[config.mk]
export PLATFORM = sky130hd
export DESIGN_NAME = rle_texture_decoder_core
export DESIGN_NICKNAME = d
export VERILOG_FILES = /design/src/rtd_pkg.sv /design/src/rle_texture_decoder_core.sv /design/src/rtd_step.sv /design/src/rtd_out_reg.sv
export SDC_FILE = /design/constraint.sdc
export NUM_CORES = 1
export LEC_CHECK = 0
export BUFFER_PORTS_ARGS = -buffer_cell sky130_fd_sc_hd__buf_2
export CORE_ASPECT_RATIO = 0.6
export CORE_MARGIN = 2
export CORE_UTILIZATION = 50
export CTS_BUF_LIST = sky130_fd_sc_hd__clkbuf_8
export DETAILED_ROUTE_END_ITERATION = 10
export PLACE_DENSITY = 0.67
export SYNTH_ARGS = -nofsm -noshare
export SYNTH_HDL_FRONTEND = slang
export SYNTH_SLANG_ARGS = --single-unit
[constraint.sdc]
create_clock -name clk_i -period 11.16 [get_ports clk_i]
set_input_delay 1.116 -clock clk_i [delete_from_list [all_inputs] [get_ports clk_i]]
set_output_delay 1.116 -clock clk_i [all_outputs]
set_load 0.005 [all_outputs]
[src/rtd_pkg.sv]
// ----------------------------------------------------------------------------
// rtd_pkg
// Types, codes and constants shared by the run-length texture decoder.
// ----------------------------------------------------------------------------
package rtd_pkg;

  localparam int unsigned MAX_CHANNELS = 4;

  // Magic 'C','R','T','1'
  localparam logic [7:0] MAGIC_0 = 8'h43;
  localparam logic [7:0] MAGIC_1 = 8'h52;
  localparam logic [7:0] MAGIC_2 = 8'h54;
  localparam logic [7:0] MAGIC_3 = 8'h31;

  typedef enum logic [1:0] {
    REQ_BYTE = 2'd0,
    REQ_PULL = 2'd1,
    REQ_END  = 2'd2
  } req_e;

  typedef enum logic [2:0] {
    PH_MAGIC    = 3'd0,
    PH_HEADER   = 3'd1,
    PH_RUNCOUNT = 3'd2,
    PH_RUNLEN   = 3'd3,
    PH_RUNPIX   = 3'd4,
    PH_DONE     = 3'd5
  } phase_e;

  typedef enum logic [2:0] {
    ST_OK           = 3'd0,
    ST_BAD_MAGIC    = 3'd1,
    ST_BAD_CHANNELS = 3'd2,
    ST_OVERFLOW     = 3'd3,
    ST_INCOMPLETE   = 3'd4,
    ST_REFUSED      = 3'd5
  } status_e;

  typedef enum logic {
    KIND_PIXEL  = 1'b0,
    KIND_STATUS = 1'b1
  } kind_e;

  // Decoder state
  typedef struct packed {
    phase_e      phase;
    logic [2:0]  byte_cnt;
    logic [15:0] width;
    logic [15:0] height;
    logic [2:0]  channels;
    logic [31:0] total;
    logic [31:0] runs_left;
    logic [15:0] run_len;
    logic [15:0] pending;
    logic [31:0] pixel_word;
    logic [31:0] written;
    status_e     error;
  } state_t;

  // One result item
  typedef struct packed {
    kind_e       kind;
    logic [31:0] pixel_value;
    logic [31:0] pixel_index;
    logic [15:0] image_width;
    logic [15:0] image_height;
    logic [2:0]  channel_count;
    status_e     status;
    logic        last_pixel;
  } result_t;

endpackage

[src/rle_texture_decoder_core.sv]
// ----------------------------------------------------------------------------
// rle_texture_decoder_core
// Run-length coded texture stream decoder, one file byte or request per item.
// ----------------------------------------------------------------------------
// Takes a 'CRT1' texture file one byte per item (req_type 0), hands out the
// pixels of each decoded run on pull items (req_type 1) and reports status on
// an end item (req_type 2). The decode state is updated at acceptance and any
// result lands in a single output register, so a new item is accepted every
// cycle as long as the output register is empty or is being drained in the
// same cycle. A result appears on the outputs the cycle after its item. Bad
// magic, bad channel count and run overflow are sticky until reset; a byte
// sent while a run's pixels are still pending is refused with status 5 and
// changes nothing. The image size product is a 16x16 multiply taken from the
// header registers when the reserved byte arrives.
// ----------------------------------------------------------------------------
module rle_texture_decoder_core (
  input  logic        clk_i,
  input  logic        rst_ni,
  // input items
  input  logic        in_valid_i,
  output logic        in_ready_o,
  input  logic [1:0]  req_type_i,
  input  logic [7:0]  data_byte_i,
  // result items
  output logic        out_valid_o,
  input  logic        out_ready_i,
  output logic        kind_o,
  output logic [31:0] pixel_value_o,
  output logic [31:0] pixel_index_o,
  output logic [15:0] image_width_o,
  output logic [15:0] image_height_o,
  output logic [2:0]  channel_count_o,
  output logic [2:0]  status_o,
  output logic        last_pixel_o
);

  rtd_pkg::state_t  state_q, state_d;
  rtd_pkg::result_t step_res;
  rtd_pkg::result_t out_res;
  logic             step_valid;
  logic             in_acc;

  // accept whenever the result register is free or draining
  assign in_ready_o = !out_valid_o || out_ready_i;
  assign in_acc     = in_valid_i && in_ready_o;

  rtd_step u_step (
    .state_i     (state_q),
    .req_type_i  (req_type_i),
    .data_byte_i (data_byte_i),
    .state_o     (state_d),
    .res_valid_o (step_valid),
    .res_o       (step_res)
  );

  // decode state: every field here is control, so all of it resets
  // (magic phase and no error are both the all-zero codes)
  always_ff @(posedge clk_i or negedge rst_ni) begin
    if (!rst_ni) begin
      state_q <= '0;
    end else if (in_acc) begin
      state_q <= state_d;
    end
  end

  rtd_out_reg u_out (
    .clk_i       (clk_i),
    .rst_ni      (rst_ni),
    .load_i      (in_acc && step_valid),
    .res_i       (step_res),
    .out_ready_i (out_ready_i),
    .out_valid_o (out_valid_o),
    .res_o       (out_res)
  );

  assign kind_o          = out_res.kind;
  assign pixel_value_o   = out_res.pixel_value;
  assign pixel_index_o   = out_res.pixel_index;
  assign image_width_o   = out_res.image_width;
  assign image_height_o  = out_res.image_height;
  assign channel_count_o = out_res.channel_count;
  assign status_o        = out_res.status;
  assign last_pixel_o    = out_res.last_pixel;

  // errors never clear once set
  a_err_sticky: assert property (@(posedge clk_i) disable iff (!rst_ni)
    (state_q.error != rtd_pkg::ST_OK) |=> (state_q.error == $past(state_q.error)))
    else $error("decode error changed after being set");

  // pending pixels only exist between runs or after the last one
  a_pending_phase: assert property (@(posedge clk_i) disable iff (!rst_ni)
    (state_q.pending != 16'd0) |->
      ((state_q.phase == rtd_pkg::PH_RUNLEN) || (state_q.phase == rtd_pkg::PH_DONE)))
    else $error("pixels pending outside run boundary");

  // a pixel result never carries a status code
  a_pixel_ok: assert property (@(posedge clk_i) disable iff (!rst_ni)
    (out_valid_o && (kind_o == rtd_pkg::KIND_PIXEL)) |-> (status_o == rtd_pkg::ST_OK))
    else $error("pixel result with nonzero status");

  // empty result register must never stall the input
  a_ready_free: assert property (@(posedge clk_i) disable iff (!rst_ni)
    !out_valid_o |-> in_ready_o)
    else $error("input stalled with empty result register");

endmodule

[src/rtd_step.sv]
// ----------------------------------------------------------------------------
// rtd_step
// Next-state and result logic for one item of the texture decoder.
// ----------------------------------------------------------------------------
module rtd_step (
  input  rtd_pkg::state_t  state_i,
  input  logic [1:0]       req_type_i,
  input  logic [7:0]       data_byte_i,
  output rtd_pkg::state_t  state_o,
  output logic             res_valid_o,
  output rtd_pkg::result_t res_o
);

  logic [2:0]  n;
  logic [2:0]  n_inc;
  logic [4:0]  sh;
  logic [7:0]  magic;
  logic [31:0] byte_ext;
  logic        has_err;
  logic        overflow;
  logic        last;
  logic        done_ok;

  assign n        = state_i.byte_cnt;
  assign n_inc    = n + 3'd1;
  assign sh       = {n[1:0], 3'b000};
  assign byte_ext = {24'd0, data_byte_i};
  assign has_err  = (state_i.error != rtd_pkg::ST_OK);
  assign overflow = ({1'b0, state_i.written} + {17'd0, state_i.run_len})
                    > {1'b0, state_i.total};
  assign last     = ({1'b0, state_i.written} + 33'd1) == {1'b0, state_i.total};
  assign done_ok  = (state_i.phase == rtd_pkg::PH_DONE) && (state_i.pending == 16'd0)
                    && (state_i.written == state_i.total);

  always_comb begin
    case (n[1:0])
      2'd0:    magic = rtd_pkg::MAGIC_0;
      2'd1:    magic = rtd_pkg::MAGIC_1;
      2'd2:    magic = rtd_pkg::MAGIC_2;
      default: magic = rtd_pkg::MAGIC_3;
    endcase
  end

  always_comb begin
    state_o     = state_i;
    res_valid_o = 1'b0;
    // status-shaped result by default
    res_o.kind          = rtd_pkg::KIND_STATUS;
    res_o.pixel_value   = 32'd0;
    res_o.pixel_index   = state_i.written;
    res_o.image_width   = state_i.width;
    res_o.image_height  = state_i.height;
    res_o.channel_count = state_i.channels;
    res_o.status        = rtd_pkg::ST_OK;
    res_o.last_pixel    = 1'b0;

    case (req_type_i)
      rtd_pkg::REQ_BYTE: begin
        if (!has_err) begin
          if (state_i.pending != 16'd0) begin
            res_valid_o  = 1'b1;
            res_o.status = rtd_pkg::ST_REFUSED;
          end else begin
            case (state_i.phase)
              rtd_pkg::PH_MAGIC: begin
                if (data_byte_i != magic) begin
                  state_o.error = rtd_pkg::ST_BAD_MAGIC;
                  res_valid_o   = 1'b1;
                  res_o.status  = rtd_pkg::ST_BAD_MAGIC;
                end else if (n_inc == 3'd4) begin
                  state_o.byte_cnt = 3'd0;
                  state_o.phase    = rtd_pkg::PH_HEADER;
                end else begin
                  state_o.byte_cnt = n_inc;
                end
              end
              rtd_pkg::PH_HEADER: begin
                state_o.byte_cnt = n_inc;
                case (n)
                  3'd0: state_o.width  = state_i.width | {8'd0, data_byte_i};
                  3'd1: state_o.width  = state_i.width | {data_byte_i, 8'd0};
                  3'd2: state_o.height = state_i.height | {8'd0, data_byte_i};
                  3'd3: state_o.height = state_i.height | {data_byte_i, 8'd0};
                  3'd4: begin
                    if ((data_byte_i == 8'd0) ||
                        (data_byte_i > 8'(rtd_pkg::MAX_CHANNELS))) begin
                      state_o.byte_cnt = n;
                      state_o.error    = rtd_pkg::ST_BAD_CHANNELS;
                      res_valid_o      = 1'b1;
                      res_o.status     = rtd_pkg::ST_BAD_CHANNELS;
                    end else begin
                      state_o.channels = data_byte_i[2:0];
                    end
                  end
                  default: begin
                    // reserved byte closes the header
                    if (n_inc == 3'd6) begin
                      state_o.total    = 32'(state_i.width) * 32'(state_i.height);
                      state_o.byte_cnt = 3'd0;
                      state_o.phase    = rtd_pkg::PH_RUNCOUNT;
                    end
                  end
                endcase
              end
              rtd_pkg::PH_RUNCOUNT: begin
                state_o.runs_left = state_i.runs_left | (byte_ext << sh);
                state_o.byte_cnt  = n_inc;
                if (n_inc == 3'd4) begin
                  state_o.byte_cnt = 3'd0;
                  state_o.phase    = (state_o.runs_left == 32'd0) ? rtd_pkg::PH_DONE
                                                                  : rtd_pkg::PH_RUNLEN;
                end
              end
              rtd_pkg::PH_RUNLEN: begin
                if (n == 3'd0) begin
                  state_o.run_len  = {8'd0, data_byte_i};
                  state_o.byte_cnt = n_inc;
                end else begin
                  state_o.run_len    = state_i.run_len | {data_byte_i, 8'd0};
                  state_o.byte_cnt   = 3'd0;
                  state_o.pixel_word = 32'd0;
                  state_o.phase      = rtd_pkg::PH_RUNPIX;
                end
              end
              rtd_pkg::PH_RUNPIX: begin
                state_o.pixel_word = state_i.pixel_word | (byte_ext << sh);
                state_o.byte_cnt   = n_inc;
                if (n_inc >= state_i.channels) begin
                  if (overflow) begin
                    state_o.error = rtd_pkg::ST_OVERFLOW;
                    res_valid_o   = 1'b1;
                    res_o.status  = rtd_pkg::ST_OVERFLOW;
                  end else begin
                    state_o.pending   = state_i.run_len;
                    state_o.runs_left = state_i.runs_left - 32'd1;
                    state_o.byte_cnt  = 3'd0;
                    state_o.phase     = (state_o.runs_left == 32'd0) ? rtd_pkg::PH_DONE
                                                                     : rtd_pkg::PH_RUNLEN;
                  end
                end
              end
              default: ; // trailing bytes are dropped
            endcase
          end
        end
      end
      rtd_pkg::REQ_PULL: begin
        if (!has_err && (state_i.pending != 16'd0)) begin
          res_valid_o       = 1'b1;
          res_o.kind        = rtd_pkg::KIND_PIXEL;
          res_o.pixel_value = state_i.pixel_word;
          res_o.last_pixel  = last;
          state_o.written   = state_i.written + 32'd1;
          state_o.pending   = state_i.pending - 16'd1;
        end
      end
      rtd_pkg::REQ_END: begin
        res_valid_o = 1'b1;
        if (has_err)      res_o.status = state_i.error;
        else if (done_ok) res_o.status = rtd_pkg::ST_OK;
        else              res_o.status = rtd_pkg::ST_INCOMPLETE;
      end
      default: ; // unknown request
    endcase
  end

endmodule

[src/rtd_out_reg.sv]
// ----------------------------------------------------------------------------
// rtd_out_reg
// Result register: holds one result item until the consumer takes it.
// ----------------------------------------------------------------------------
module rtd_out_reg (
  input  logic             clk_i,
  input  logic             rst_ni,
  input  logic             load_i,
  input  rtd_pkg::result_t res_i,
  input  logic             out_ready_i,
  output logic             out_valid_o,
  output rtd_pkg::result_t res_o
);

  logic             valid_q, valid_d;
  rtd_pkg::result_t res_q;

  always_comb begin
    valid_d = valid_q;
    if (load_i)           valid_d = 1'b1;
    else if (out_ready_i) valid_d = 1'b0;
  end

  always_ff @(posedge clk_i or negedge rst_ni) begin
    if (!rst_ni) begin
      valid_q <= 1'b0;
    end else begin
      valid_q <= valid_d;
    end
  end

  always_ff @(posedge clk_i) begin
    if (load_i) begin
      res_q <= res_i;
    end
  end

  assign out_valid_o = valid_q;
  assign res_o       = res_q;

endmodule

==> flow_summary.toml <==
[yosys]
synth.most_common_cell = "nand2_1"
syn_nets = 2976
synth_top_cells_by_area = "dfrtp_1 21%, fa_1 16%, edfxtp_1 13%, ha_1 8.4%, nand2_1 4.7%"
synthMuxAreaShare_pct = 0.557
yosys.area_share.simple_pct = 17.7
synth_top_family_by_area = "adder cells"
synth_compound_area_share_pct = 12.6
synth_top_area_share_pct = 20.6
synthXorXnorAreaFrac_pct = 5.07
synth_edf_count = 104
synthCells = 2602
avgSynthCellArea_sq_um = 9.50
yosysUniqueCellTypes = 94
synthAdderAreaFrac_pct = 24.1
ys_top_cells_by_count = "307 x nand2_1, 283 x inv_1, 204 x dfrtp_1, 195 x fa_1, 165 x ha_1"
synthArstFlopShare_pct = 66.2
synth_ff_type = "dfrtp_1"
yosysSeqAreaShare_pct = 33.3
postSynthRegisterBits = 308
synth.largest_area_cell = "dfrtp_1"
netlist_area_sq_mm = 0.0247
ys_warn_count = 0

[cells_and_area]
synthToLayoutAreaGrowth_pct = 7.88
diodes = 0
n_fill_cell = 4406
instances_no_fill = 3332
stdcell_area_sq_mm = 0.0267
fin_nets = 3019
drive_gt1_share_pct = 9.51

[detailed_routing]
ant_nets = 0
drtIter0Drc = 1859
vias_per_cell = 5.87
drt-total-wl_mm = 69.0
first_pass_iters = 5
wl_per_cell_um = 20.7
vias = 19548
route.detailed.drc = 0

[power_and_ir_drop]
clockPowerShare_pct = 39.7
p_seq_share_pct = 50.0
p_sw_share_pct = 27.1
irDropWorstVdd_mv = 0.0808
power.internal_mw = 1.82
power_mw = 2.50
p_per_area_mw_per_mm2 = 93.6
p_switching_uw = 676
p_leak_nw = 12.6
comb_power_share_pct = 10.2

[global_route]
grt_max_degree = 72
grt_pass1_vias = 19161
antenna_found_initial = 0
grt_usage_pct = 27.1
grt_pass1_wl_mm = 109
grt-ovfl-total = 0

[place]
dp_cells = 3246
dp_hpwl_mm = 51.0
placement.io_buffers = 119
place_ws_ns = 4.12
gp_congestion = 0.949
place_area_sq_mm = 0.0257

[sta]
grt_setup_unrepaired = "no"
timing.fmax_mhz = 141
slew_headroom_pct = 20.0
worstMarginPinSlew_ns = 1.20
fin_crit_sh_pct = 63.6
finClkSkew_ns = 0.0462
finalSetupViolCount = 0
drv_slew = 0
final_hold_viol_count = 0
tns_ns = 0
period_minus_slack_ns = 7.09
setup_ws_ns = 4.07

[floorplan]
io_pins = 120
die_area_sq_mm = 0.0513
coreArea_sq_mm = 0.0491
row_count = 63
floorplan.initialDensity_pct = 50.3
die_x_um = 291
die_h_um = 176

[clock_network]
cts_hold_buf = 0
htreeDepth = 2
cts-resized-gates = 0
clockRootBuffer = "clkbuf_8"
cts_buffer_depth = 3
postCtsSetupBuffers = 0
insertion_delay_ns = 0.61
cts.reportedPaths.clkPinSlew_ns = 0.07
cts_tree = "yes"
cts_sinks = 308
cts_buffers = 47

[run]
maxCapViolCount = 0

[critical_path]
critPathLaunchType = "flop"
reg2reg_to = "u_out.res_o[13]"
critPathKind = "flop to flop"
reg2reg_depth = 22
rr_startpoint = "state_q[3]"
critPathArrivalTime_ns = 7.30
rrSetupSlack_ns = 4.07
end_kind = "flop"
cp.required_ns = 11.37
crit_fanout = 41

[outcome]
status = "complete, no violations"

[min_path]
whs_path_depth = 0
min_path_type = "flop to flop"
holdPathEnd = "u_out.res_o[5]"
min-delay-start = "state_q[164]"
==> metal layers <==
metal	part of all wire [%]	GRT usage, %	routed length (um)	vias to the layer above
li1	-	-	-	8844
met4	1.9	5.53	1320	0
met2	39	36.1	26800	903
met1	50	43.7	34300	9701
met3	9.6	6.61	6630	100
met5	0	0	0	-
==> area by class of cell <==
class | instances | area (sq um) | share of cell area (%)
Multi-Input combinational cell | 1873 | 14900 | 55.8
Sequential cell | 308 | 8230 | 30.9
Inverter | 284 | 1070 | 4.00
Tap cell | 650 | 813 | 3.05
Clock buffer | 54 | 743 | 2.79
Timing Repair Buffer | 131 | 694 | 2.60
Clock inverter | 32 | 236 | 0.887
==> cells in the final DEF, fill, tap and decap left out, types with 7 or more instances in the layout <==
| master | n |
|---|---|
| a211oi_1 | 13 |
| a21o_1 | 51 |
| a21oi_1 | 139 |
| a22oi_1 | 8 |
| a2bb2oi_1 | 20 |
| a31oi_1 | 13 |
| and2_1 | 128 |
| and3_1 | 20 |
| buf_2 | 118 |
| buf_4 | 12 |
| clkbuf_8 | 55 |
| clkinv_1 | 10 |
| dfrtp_1 | 204 |
| edfxtp_1 | 104 |
| fa_1 | 195 |
| ha_1 | 165 |
| inv_1 | 291 |
| mux2i_1 | 7 |
| nand2_1 | 307 |
| nand2b_1 | 25 |
| nand3_1 | 43 |
| nand4_1 | 34 |
| nor2_1 | 153 |
| nor2b_1 | 8 |
| nor3_1 | 50 |
| nor3_2 | 7 |
| nor4_1 | 18 |
| o211ai_1 | 9 |
| o21a_1 | 9 |
| o21ai_0 | 123 |
| o21bai_1 | 9 |
| o22ai_1 | 9 |
| o31ai_1 | 14 |
| or2_2 | 11 |
| or3_1 | 9 |
| xnor2_1 | 84 |
| xor2_1 | 59 |
==> critical path: stages, from the launching register on <==
cell and delay, ns:
dfrtp_1 0.48, ha_1 0.21, inv_1 0.06, fa_1 0.40, nor2b_1 0.20, o31ai_1 0.14
a31oi_1 0.26, o2111a_1 0.30, nor2_1 0.14, nor3_1 0.38, nand2_1 0.12, xnor2_1 0.16
ha_1 0.31, nand3_1 0.14, nor4_1 0.30, nand2_1 0.11, a211oi_1 0.23, o21ai_0 0.34
nand2_1 0.23, a21oi_1 0.14, nor2_4 0.85, buf_4 0.53, buf_4 0.58
==> how the worst max path moves through the flow <==
stage	cells after the start	slack, ns	endpoint	start
finish	22	4.07	u_out.res_o[13]	state_q[3]
CTS	22	4.05	u_out.res_o[13]	state_q[3]
floorplan	20	2.46	u_out.res_o[0]	state_q[3]
detailed placement	22	4.12	u_out.res_o[23]	state_q[3]
global placement	19	4.39	u_out.res_o[23]	state_q[5]
global route	22	3.40	u_out.res_o[13]	state_q[3]
==> registers in the layout, summed over array words and instances (netlist names) <==
register,flops
u_out.out_valid_o,1
state_q,203
u_out.res_o,104
==> metrics by stage <==
step	hold WS [ns]	util, %
2_1_floorplan	0.420	-
3_3_place_gp	0.430	52.3
3_5_place_dp	0.435	52.3
4_1_cts	0.448	54.3
5_1_grt	0.462	54.3
6_report	0.447	54.3
==> cell families (layout without fill, tap and decap cells) <==
family	Yosys count	after routing
xor+xnor	143	143
fa+ha+maj	360	360
compound gates	489	489
mux	13	13
simple gates	868	868
flops	308	308
buf+inv	421	501
==> power by group through the flow <==
stage               clock, mW  combinational (mW)  sequential [mW]
CTS                      1.01               0.253             1.25
global route             1.06               0.281             1.25
floorplan                   0               0.157             1.26
global placement            0               0.242             1.27
detailed placement          0               0.252             1.27
finish                  0.992               0.255             1.25
No activity file was read; power rests on OpenSTA's default activity.
